### src/sv/ape_pkg.sv
package ape_pkg;

    // Width of the per-port microsecond counter.
    localparam int TIMER_WIDTH = 8;
    // Compare width covers both the 8-bit positions and the counter.
    localparam int CMP_WIDTH = (TIMER_WIDTH > 8) ? TIMER_WIDTH : 8;
    localparam int POS_WIDTH = 8;

    localparam logic [POS_WIDTH-1:0] POS_RESET = 8'd41;
    localparam logic [POS_WIDTH-1:0] MIN_RESET = 8'd20;
    localparam logic [POS_WIDTH-1:0] MAX_RESET = 8'd53;

    // Configuration register indexes.
    localparam logic REG_POS_MIN = 1'b0;
    localparam logic REG_POS_MAX = 1'b1;

    // Item kinds.
    localparam logic KIND_UPDATE = 1'b0;
    localparam logic KIND_TICK   = 1'b1;

    // What one port lane reports for the current item.
    typedef struct packed {
        logic                 line_x;
        logic                 line_y;
        logic [POS_WIDTH-1:0] pos_x;
        logic [POS_WIDTH-1:0] pos_y;
    } lane_res_t;

    // One full result item, both ports.
    typedef struct packed {
        lane_res_t port_a;
        lane_res_t port_b;
    } result_t;

    // One step up or down, then clamp to the configured window. The step is
    // done two bits wider and signed so it cannot wrap before the clamp.
    function automatic logic [POS_WIDTH-1:0] step_clamp(
        input logic [POS_WIDTH-1:0] pos,
        input logic                 up,
        input logic                 down,
        input logic [POS_WIDTH-1:0] lo,
        input logic [POS_WIDTH-1:0] hi
    );
        logic signed [POS_WIDTH+1:0] v;
        logic signed [POS_WIDTH+1:0] lo_s;
        logic signed [POS_WIDTH+1:0] hi_s;
        logic [POS_WIDTH-1:0]        r;
        v    = signed'({2'b00, pos}) + signed'({{(POS_WIDTH+1){1'b0}}, up})
               - signed'({{(POS_WIDTH+1){1'b0}}, down});
        lo_s = signed'({2'b00, lo});
        hi_s = signed'({2'b00, hi});
        if (v < lo_s) begin
            r = lo;
        end else if (v > hi_s) begin
            r = hi;
        end else begin
            r = v[POS_WIDTH-1:0];
        end
        return r;
    endfunction

endpackage

### src/sv/ape_lane.sv
module ape_lane
    import ape_pkg::*;
(
    input  logic                 clk,
    input  logic                 rst_n,
    input  logic                 accept,
    input  logic                 kind,
    input  logic [3:0]           dirs,
    input  logic                 sense,
    input  logic [POS_WIDTH-1:0] pos_min,
    input  logic [POS_WIDTH-1:0] pos_max,
    output lane_res_t            res
);

    logic [POS_WIDTH-1:0]   pos_x_reg, pos_x_next;
    logic [POS_WIDTH-1:0]   pos_y_reg, pos_y_next;
    logic [POS_WIDTH-1:0]   cmp_x_reg, cmp_x_next;
    logic [POS_WIDTH-1:0]   cmp_y_reg, cmp_y_next;
    logic [TIMER_WIDTH-1:0] cnt_reg, cnt_next;
    logic                   run_reg, run_next;
    logic                   line_x_reg, line_x_next;
    logic                   line_y_reg, line_y_next;
    logic                   sense_reg;
    logic                   start;
    logic                   count;
    logic [CMP_WIDTH-1:0]   cnt_ext;

    always_comb
    begin
        pos_x_next = pos_x_reg;
        pos_y_next = pos_y_reg;
        if (kind == KIND_UPDATE)
        begin
            pos_x_next = step_clamp(pos_x_reg, dirs[0], dirs[1], pos_min, pos_max);
            pos_y_next = step_clamp(pos_y_reg, dirs[2], dirs[3], pos_min, pos_max);
        end

        start = sense_reg && !sense;
        count = (kind == KIND_TICK) && run_reg && !start;

        cmp_x_next  = start ? pos_x_next : cmp_x_reg;
        cmp_y_next  = start ? pos_y_next : cmp_y_reg;
        run_next    = run_reg || start;
        cnt_next    = start ? '0 : (count ? cnt_reg + 1'b1 : cnt_reg);
        cnt_ext     = CMP_WIDTH'(cnt_next);
        line_x_next = line_x_reg;
        line_y_next = line_y_reg;
        if (start)
        begin
            line_x_next = 1'b0;
            line_y_next = 1'b0;
        end
        else if (count)
        begin
            if (cnt_ext == CMP_WIDTH'(cmp_x_reg))
            begin
                line_x_next = 1'b1;
            end
            if (cnt_ext == CMP_WIDTH'(cmp_y_reg))
            begin
                line_y_next = 1'b1;
            end
        end
    end

    always_ff @(posedge clk or negedge rst_n)
    begin
        if (!rst_n)
        begin
            pos_x_reg  <= POS_RESET;
            pos_y_reg  <= POS_RESET;
            cmp_x_reg  <= POS_RESET;
            cmp_y_reg  <= POS_RESET;
            cnt_reg    <= '0;
            run_reg    <= 1'b0;
            line_x_reg <= 1'b1;
            line_y_reg <= 1'b1;
            sense_reg  <= 1'b1;
        end
        else if (accept)
        begin
            pos_x_reg  <= pos_x_next;
            pos_y_reg  <= pos_y_next;
            cmp_x_reg  <= cmp_x_next;
            cmp_y_reg  <= cmp_y_next;
            cnt_reg    <= cnt_next;
            run_reg    <= run_next;
            line_x_reg <= line_x_next;
            line_y_reg <= line_y_next;
            sense_reg  <= sense;
        end
    end

    // The result reflects the state after this item.
    assign res.line_x = line_x_next;
    assign res.line_y = line_y_next;
    assign res.pos_x  = pos_x_next;
    assign res.pos_y  = pos_y_next;

    // A falling sense edge restarts the port cleanly.
    assert property (@(posedge clk) disable iff (!rst_n)
        (accept && start) |=> (cnt_reg == '0 && run_reg && !line_x_reg && !line_y_reg))
        else $error("port did not restart on sense edge");

    // Once high, a line only drops on a new measurement.
    assert property (@(posedge clk) disable iff (!rst_n)
        (line_x_reg && !(accept && start)) |=> line_x_reg)
        else $error("X line dropped without sense edge");

    // An idle counter never advances.
    assert property (@(posedge clk) disable iff (!rst_n)
        (!run_reg && !(accept && start)) |=> $stable(cnt_reg))
        else $error("stopped counter moved");

endmodule

### src/sv/ape_merge.sv
module ape_merge
    import ape_pkg::*;
(
    input  logic      clk,
    input  logic      rst_n,
    input  logic      in_valid,
    output logic      in_stall,
    input  lane_res_t res_a,
    input  lane_res_t res_b,
    output logic      out_valid,
    input  logic      out_stall,
    output result_t   out_data
);

    result_t merged;
    result_t out_data_reg;
    result_t skid_data_reg;
    logic    out_valid_reg, out_valid_next;
    logic    skid_valid_reg, skid_valid_next;
    logic    accept;
    logic    take;
    logic    load_out;
    logic    load_skid;

    always_comb
    begin
        merged.port_a = res_a;
        merged.port_b = res_b;

        accept = in_valid && !in_stall;
        take   = out_valid_reg && !out_stall;

        // A new item goes straight to the output register when that slot is
        // free or leaving; otherwise it parks in the skid stage.
        load_out  = accept && (!out_valid_reg || take) && !skid_valid_reg;
        load_skid = accept && !load_out;

        out_valid_next  = out_valid_reg;
        skid_valid_next = skid_valid_reg;
        if (take)
        begin
            out_valid_next  = skid_valid_reg;
            skid_valid_next = 1'b0;
        end
        if (load_out)
        begin
            out_valid_next = 1'b1;
        end
        if (load_skid)
        begin
            skid_valid_next = 1'b1;
        end
    end

    always_ff @(posedge clk or negedge rst_n)
    begin
        if (!rst_n)
        begin
            out_valid_reg  <= 1'b0;
            skid_valid_reg <= 1'b0;
        end
        else
        begin
            out_valid_reg  <= out_valid_next;
            skid_valid_reg <= skid_valid_next;
        end
    end

    always_ff @(posedge clk)
    begin
        if (load_out)
        begin
            out_data_reg <= merged;
        end
        else if (take && skid_valid_reg)
        begin
            out_data_reg <= skid_data_reg;
        end
        if (load_skid)
        begin
            skid_data_reg <= merged;
        end
    end

    assign in_stall  = skid_valid_reg;
    assign out_valid = out_valid_reg;
    assign out_data  = out_data_reg;

    // The skid stage is only ever filled behind a waiting output.
    assert property (@(posedge clk) disable iff (!rst_n)
        skid_valid_reg |-> out_valid_reg)
        else $error("skid holds an item with empty output");

    // A drained skid item moves forward and leaves the skid stage empty.
    assert property (@(posedge clk) disable iff (!rst_n)
        (skid_valid_reg && !out_stall) |=> (out_valid_reg && !skid_valid_reg))
        else $error("skid did not drain");

    // Taking the output with nothing behind it and no new item empties it.
    assert property (@(posedge clk) disable iff (!rst_n)
        (out_valid_reg && !out_stall && !skid_valid_reg && !in_valid) |=> !out_valid_reg)
        else $error("output item repeated");

endmodule

### src/sv/analog_paddle_emulator.sv
// Channel   Handshake                 Payload
// input     in_valid / in_stall       kind, joy_a, joy_b, sense_a, sense_b
// output    out_valid / out_stall     line_{a,b}_{x,y}, position_{a,b}_{x,y}
// config    cfg_we                    cfg_index, cfg_data
//
// Both port lanes compute the new state in the cycle an item is accepted,
// and the result is registered in the output register, or in the skid while
// that waits; one item per cycle is sustained while out_stall stays low.
// Reset is asynchronous and active low; it restores positions and compare
// values to 41, lines high, counters stopped and the window to 20..53.
// A two-entry output stage (output register plus skid) lets the block keep
// accepting while a result waits; in_stall rises only when both are full.
module analog_paddle_emulator
    import ape_pkg::*;
(
    input  logic                 clk,
    input  logic                 rst_n,
    input  logic                 cfg_we,
    input  logic                 cfg_index,
    input  logic [POS_WIDTH-1:0] cfg_data,
    input  logic                 in_valid,
    output logic                 in_stall,
    input  logic                 kind,
    input  logic [3:0]           joy_a,
    input  logic [3:0]           joy_b,
    input  logic                 sense_a,
    input  logic                 sense_b,
    output logic                 out_valid,
    input  logic                 out_stall,
    output logic                 line_a_x,
    output logic                 line_a_y,
    output logic                 line_b_x,
    output logic                 line_b_y,
    output logic [POS_WIDTH-1:0] position_a_x,
    output logic [POS_WIDTH-1:0] position_a_y,
    output logic [POS_WIDTH-1:0] position_b_x,
    output logic [POS_WIDTH-1:0] position_b_y
);

    logic [POS_WIDTH-1:0] pos_min_reg;
    logic [POS_WIDTH-1:0] pos_max_reg;
    logic                 accept;
    lane_res_t            res_a;
    lane_res_t            res_b;
    result_t              out_data;

    // The user must write the clamp window only while the block is idle; the block does not enforce it.
    always_ff @(posedge clk or negedge rst_n)
    begin
        if (!rst_n)
        begin
            pos_min_reg <= MIN_RESET;
            pos_max_reg <= MAX_RESET;
        end
        else if (cfg_we)
        begin
            case (cfg_index)
                REG_POS_MIN: pos_min_reg <= cfg_data;
                REG_POS_MAX: pos_max_reg <= cfg_data;
                default:     pos_min_reg <= pos_min_reg;
            endcase
        end
    end

    assign accept = in_valid && !in_stall;

    // One lane per paddle port; each owns its positions, timer and lines.
    ape_lane u_lane_a (
        .clk     (clk),
        .rst_n   (rst_n),
        .accept  (accept),
        .kind    (kind),
        .dirs    (joy_a),
        .sense   (sense_a),
        .pos_min (pos_min_reg),
        .pos_max (pos_max_reg),
        .res     (res_a)
    );

    ape_lane u_lane_b (
        .clk     (clk),
        .rst_n   (rst_n),
        .accept  (accept),
        .kind    (kind),
        .dirs    (joy_b),
        .sense   (sense_b),
        .pos_min (pos_min_reg),
        .pos_max (pos_max_reg),
        .res     (res_b)
    );

    // The merge stage joins both lanes into one result item and buffers it.
    ape_merge u_merge (
        .clk       (clk),
        .rst_n     (rst_n),
        .in_valid  (in_valid),
        .in_stall  (in_stall),
        .res_a     (res_a),
        .res_b     (res_b),
        .out_valid (out_valid),
        .out_stall (out_stall),
        .out_data  (out_data)
    );

    assign line_a_x     = out_data.port_a.line_x;
    assign line_a_y     = out_data.port_a.line_y;
    assign line_b_x     = out_data.port_b.line_x;
    assign line_b_y     = out_data.port_b.line_y;
    assign position_a_x = out_data.port_a.pos_x;
    assign position_a_y = out_data.port_a.pos_y;
    assign position_b_x = out_data.port_b.pos_x;
    assign position_b_y = out_data.port_b.pos_y;

endmodule

### config.mk
export PLATFORM = sky130hd
export DESIGN_NAME = analog_paddle_emulator
export DESIGN_NICKNAME = d
export VERILOG_FILES = /design/src/sv/ape_pkg.sv /design/src/sv/ape_lane.sv /design/src/sv/ape_merge.sv /design/src/sv/analog_paddle_emulator.sv
export SDC_FILE = /design/constraint.sdc
export NUM_CORES = 1
export LEC_CHECK = 0
export BUFFER_PORTS_ARGS = -buffer_cell sky130_fd_sc_hd__clkbuf_2
export CAP_MARGIN = 20
export CORE_MARGIN = 2
export CORE_UTILIZATION = 55
export CTS_CLUSTER_SIZE = 30
export DETAILED_ROUTE_END_ITERATION = 6
export GPL_TIMING_DRIVEN = 1
export PLACE_DENSITY_LB_ADDON = 0.05
export REMOVE_ABC_BUFFERS = 1
export SLEW_MARGIN = 0
export SYNTH_ARGS = -nofsm -noshare
export SYNTH_HDL_FRONTEND = slang
export SYNTH_SLANG_ARGS = --single-unit
### constraint.sdc
create_clock -name clk -period 4.5 [get_ports clk]
set_clock_uncertainty 0.1 [all_clocks]
set_input_delay 0 -clock clk [delete_from_list [all_inputs] [get_ports clk]]
set_output_delay 0 -clock clk [all_outputs]
set_load 0.01 [all_outputs]
After elaboration in Yosys (flattened, before gate mapping)
Index checks and enable logic that the tools add are counted.
{ "word_totals": {"regBits": 178, "inputBits": 25, "out_inout_bits": 38, "word_cells": 125} }
{ "classes": {"addsub": 10, "order_cmp": 8, "eq_ne": 4, "mux": 34, "n_bitwise": 1, "reduce_logical": 30} }
{ "op_table": {"columns": ["operator", "n"], "rows": [
  ["8-bit two-way mux", 16],
  ["36-bit two-way mux", 2],
  ["10-bit by 9-bit greater-than comparator with 1-bit output", 4],
  ["10-bit by 9-bit < comparator with 1-bit output", 4],
  ["10-bit by 2-bit subtractor with 10-bit output", 4],
  ["8-bit by 1-bit adder with 9-bit output", 4],
  ["8-bit equality test", 4],
  ["8-bit by 1-bit adder with 8-bit output, second input constant", 2],
  ["1-bit two-way mux", 16],
  ["1-bit logical AND", 12],
  ["1-bit zero test", 8],
  ["2-bit AND reduction", 4],
  ["2-bit nonzero test", 3],
  ["1-bit logical OR", 3],
  ["1-bit inverter", 1]
]} }

Longest topological paths before layout
{ "logic_depth": {"depth_word": 11, "ltp_mapped": 17, "ltp_nobuf": 17} }

Cells and area by module
A second synthesis with hierarchy kept.
{ "hier_totals": {"cells_unflattened": 1220, "hier_area_um2": 12220.5} }
{ "by_module_without_submodules": {"columns": ["module", "n_inst", "cells_each", "area_per_inst_um2", "seq_area_each_um2"], "rows": [
  ["ape_lane (u_lane_a)", 1, 540, 4441.8, 1119.8],
  ["ape_lane (u_lane_b)", 1, 519, 4252.8, 1119.8],
  ["ape_merge", 1, 125, 2870.3, 2212.1],
  ["analog_paddle_emulator", 1, 36, 655.6, 407.9]
]} }

Worst setup path before layout
OpenSTA, ideal clock, no wires.
{ "synth_timing": {"path_type": "flip-flop to flip-flop", "start": "register u_merge.skid_valid_reg (netlist: u_merge.in_stall)", "end": "register u_merge.out_data_reg (netlist bit u_merge.out_data[0]), enable pin", "setup_time_ps": 485, "arrival_time_ps": 3658, "required_ps": 3915, "setup_slack_ps": 257, "stages_incl_launch_ff": 5, "n_path_buf": 2, "synth_period_minus_slack_ps": 4243, "path_cell_list": "dfrtp_1 nand2b_1 clkbuf_1 clkbuf_1 a21boi_0"} }
{ "synth_via": {"elab_chain_cells": 5, "word_cells_on_any_way": 6, "cone_classes": "reduce/logical: 6"} }
{ "synth_lines": {"columns": ["element", "line_no", "rtl"], "rows": [
  ["start, declared", "ape_merge.sv:19", "logic skid_valid_reg, skid_valid_next;"],
  ["start signal, assigned", "ape_merge.sv:65", "skid_valid_reg <= skid_valid_next;"],
  ["1-bit zero test", "ape_merge.sv:30, ape_merge.sv:35", null],
  ["1-bit logical AND", "ape_merge.sv:30", "accept = in_valid && !in_stall;"],
  ["1-bit logical AND (2 in series)", "ape_merge.sv:35", "load_out = accept && (!out_valid_reg || take) && !skid_valid_reg;"],
  ["2-bit nonzero test (no line) *", null, null],
  ["end signal, assigned", "ape_merge.sv:73", "out_data_reg <= merged;"],
  ["end signal, assigned", "ape_merge.sv:77", "out_data_reg <= skid_data_reg;"],
  ["end, declared", "ape_merge.sv:16", "result_t out_data_reg;"]
]} }
Mark *: on every way between the ends. The rest lies on a longest branch, timed or not.
A chain may end at the register's enable or synchronous reset.

Final worst setup path
{ "layout_timing": {"start": "register u_lane_b.pos_y_reg[0]", "end": "register u_merge.out_data_reg (netlist bit u_merge.out_data[0]), data pin"} }
{ "layout_via": {"elab_chain_cells": 7, "word_cells_on_any_way": 8, "cone_classes": "add/sub: 2; order compare: 2; mux: 4"} }
{ "layout_lines": {"columns": ["element", "line_no", "rtl"], "rows": [
  ["start, declared", "ape_lane.sv:16", "logic [POS_WIDTH-1:0] pos_y_reg, pos_y_next;"],
  ["start signal, assigned", "ape_lane.sv:83", "pos_y_reg <= pos_y_next;"],
  ["8-bit by 1-bit adder with 9-bit output", "ape_pkg.sv:48", "v = signed'({2'b00, pos}) + signed'({{(POS_WIDTH+1){1'b0}}, up})"],
  ["10-bit by 2-bit subtractor with 10-bit output", "ape_pkg.sv:49", "- signed'({{(POS_WIDTH+1){1'b0}}, down});"],
  ["10-bit by 9-bit greater-than comparator with 1-bit output", "ape_pkg.sv:54", "end else if (v > hi_s) begin"],
  ["8-bit two-way mux", "ape_pkg.sv:54", null],
  ["8-bit two-way mux", "ape_pkg.sv:52", "if (v < lo_s) begin"],
  ["8-bit two-way mux *", "ape_lane.sv:32", "if (kind == KIND_UPDATE)"],
  ["36-bit two-way mux *", "ape_merge.sv:71", "if (load_out)"]
]} }
Marks and branches as above.

==> metrics.cfg <==
[synth]
yosys_warnings=0
synth_adder_area_share=0.0827
syn-mean-instance-area_um2=9.48
ys_seq_elements=178
syn-cell-area_um2=11800
synth.most_common_cell=nand2_1
yosys.area_share.xor_xnor=0.0625
yosys.area_share.simple=0.166
synth_top_cell_by_area=edfxtp_1
synth_mux_area_frac=0.0536
synth_commonest_cells=nand2_1 (187), o21ai_0 (112), ha_1 (78)
synth_top_family_by_area=compound AO/OA/AOI/OAI gates
synthCells=1244
synth_compound_area_frac=0.181
seq_area_frac_synth=0.412
yosysTopAreaCellShare=0.183
synth-edff-count=72
synthArstFlopShare=0.596
synth_ff_type=edfxtp_1
synth.distinct_cells=87
synth_area_leaders=edfxtp_1 (18%), dfrtp_1 (15%), ha_1 (8.3%), dfstp_2 (8.0%), nand2_1 (6.0%)

[sta]
setup_viol=0
relSlewSlack=0.311
fin_crit_ns=4.37
rsz0062_at_grt=yes
final_hold_viol_count=0
tightest_slew_ns=1.03
drv_slew=0
fmax_mhz=229
setup_ws_ns=0.132
final.period_utilization=0.971

[critical_path]
start_kind=register
critical_path_class=register to register
critPathRequiredTime_ns=4.56
cp_data_arrival_time_ns=4.43
worst_setup_path_end_kind=register
crit_path_max_fanout=8

[final_layout]
fin_util=0.655
n_antenna_cell=0
nNetsFinal=1454
syn2layout_area_growth_pct=16.7
drive_above_1_share=0.213

[clocking]
cts_tree=done
insertion_delay_ns=0.44
clk_path_buf_depth=2
ctsHtreeMaxLevel=4
clkSlewWorstSetupHoldPaths_ns=0.08
cts_root_buf=clkbuf_16
cts_buffers=17
numClockSinks=178

[global_routing]
first_global_vias=9377
grtUsageTotal=0.293
grt_max_degree=59
grt_antenna_before_repair=0
overflow=0
grt_first_pass_wirelength_um=51000

[die]
start_util=0.561
fp.dieH_um=150
top_level_ports=63
coreArea_um2=21000
dieArea_um2=22600
die_w_um=150
row_count=53

[route]
drtPass1Iterations=5
ant_nets=0
drt_wl_total_um=32400
wl_per_cell_um=19.8
routed_via_density=6.05
vias=9913
drt-initial-drc-count=657
drcViolationCount=0

[pwr]
p_sw_frac=0.439
finalPower_mw=10.5
peakVddDrop_mv=0.345
p_int_mw=5.89
power_frac_comb=0.557
p_switching_mw=4.61
power_leakage_nw=5.83
seqPwrFrac=0.297
p_clk_frac=0.146
powerDensity_nw_per_um2=763

[placed_design]
post-place-ws_ns=-0.0952
place_hpwl_um=23200
port-buffer-count=62
place.gp.congestion=1.00

[min_path]
min_path_type=input port to register

[job]
maxCapViolations=0

[status]
run_status=finished clean

## worst max-delay path: stages (launching register included)
cell       delay (ns)
dfstp_2          0.60
ha_1             0.30
xnor2_1          0.11
ha_1             0.25
and4_1           0.22
a32o_1           0.28
xnor2_2          0.24
ha_1             0.30
a21oi_1          0.15
nor2b_1          0.06
o311a_1          0.29
a2111oi_2        0.43
nor2_4           0.19
mux2i_2          0.40
o221ai_1         0.16
## power groups by stage
stage	Sequential [mW]	Clock [mW]	Combinational, mW
5_1_grt	3.17	1.63	6.46
6_report	3.12	1.53	5.85
3_3_place_gp	3.10	0	5.22
3_5_place_dp	3.11	0	5.31
4_1_cts	3.08	1.55	5.45
2_1_floorplan	2.99	0	3.61
## per-stage QoR
step	cells	setup TNS (ns)	instance area [um2]	hold slack (ns)
after floorplan	1181	-6.38	11500	-0.396
after detailed placement	1572	-0.263	12600	0.0485
final	1639	0	13800	0.0420
after global routing	1639	-0.322	13800	0.0696
after global placement	1572	-0.746	12600	0.0343
after CTS	1630	0	13500	0.0294
## final timing paths
check / startpoint / to / slack, ns / depth (start not counted)
min: cfg_we / pos_max_reg[1] / 0.04 / 3
max in group asynchronous: rst_n / u_lane_b.pos_y_reg[1] / 3.03 / 3
min reg2reg: u_lane_b.sense_reg / u_lane_b.sense_reg / 0.37 / 2
max: u_lane_b.pos_y_reg[0] / u_merge.out_data[0] / 0.13 / 14
max reg2reg: u_lane_b.pos_y_reg[0] / u_merge.out_data[0] / 0.13 / 14
min in group asynchronous: rst_n / u_lane_a.cnt_reg[0] / 0.10 / 2
## placed cells by master (no fill, tap or decap), types with 6 or more instances in the layout
| cell | Yosys | layout |
|---|---|---|
| o21ai_0 | 112 | 112 |
| nor3_1 | 17 | 16 |
| dlygate4sd3_1 | 0 | 26 |
| mux2_2 | 33 | 33 |
| nand2_1 | 187 | 187 |
| or3_1 | 7 | 7 |
| nand3_1 | 30 | 30 |
| nor2b_1 | 11 | 11 |
| nor4_1 | 8 | 7 |
| a31oi_1 | 7 | 7 |
| o211ai_1 | 6 | 6 |
| edfxtp_1 | 72 | 72 |
| nand2b_1 | 7 | 7 |
| xnor2_1 | 47 | 41 |
| and4_1 | 14 | 14 |
| o21a_1 | 23 | 22 |
| clkbuf_16 | 0 | 17 |
| inv_1 | 56 | 56 |
| buf_4 | 1 | 61 |
| a21o_1 | 8 | 8 |
| and3_1 | 11 | 11 |
| a2bb2oi_1 | 7 | 7 |
| mux2i_2 | 0 | 8 |
| nand4_1 | 11 | 11 |
| clkbuf_2 | 0 | 61 |
| dfstp_2 | 36 | 36 |
| o31ai_1 | 18 | 17 |
| a221oi_1 | 12 | 12 |
| xnor2_2 | 0 | 6 |
| mux2i_1 | 26 | 17 |
| ha_1 | 78 | 72 |
| and2_1 | 7 | 7 |
| o31a_1 | 8 | 8 |
| xor2_1 | 34 | 32 |
| a21oi_1 | 43 | 40 |
| dfrtp_1 | 70 | 70 |
| nor2_1 | 77 | 76 |
| a211oi_1 | 10 | 9 |
## layer usage
layer / routed length, um / share of wire / vias to the layer above / global-route usage
met5: 0 / 0 / - / 0
met4: 810 / 0.025 / 0 / 0.100
met3: 2100 / 0.065 / 64 / 0.0424
met2: 14400 / 0.44 / 368 / 0.441
met1: 15100 / 0.47 / 4756 / 0.433
li1: - / - / 4725 / -
## logic make-up (layout without fill, tap and decap cells)
family | Yosys count | count (layout)
AND/OR/NAND/NOR | 412 | 412
AO/OA/AOI/OAI | 315 | 315
flip-flops | 178 | 178
buffers and inverters | 120 | 240
XOR/XNOR | 82 | 82
adder cells (fa/ha/maj) | 78 | 78
multiplexers | 59 | 59
## area by class of cell
type | instances | area [um2]
clock buffers | 17 | 425
clock inverters | 15 | 175
fillers | 1736 | 7260
inverters | 57 | 214
multi-input cells | 946 | 6690
flip-flops and latches | 178 | 4860
well taps | 275 | 344
repair buffers | 151 | 1050
## timing repair
item / CTS / global route
endpoints found under the setup margin: 21 / 98
pin swaps: 0 / 9
endpoints found under the hold margin: 62 / 0
setup buffers: 0 / 8
hold buffers: 26 / 0
resized for setup: 10 / 37
cloned: 0 / 1
No activity file was read; power rests on OpenSTA's default activity.
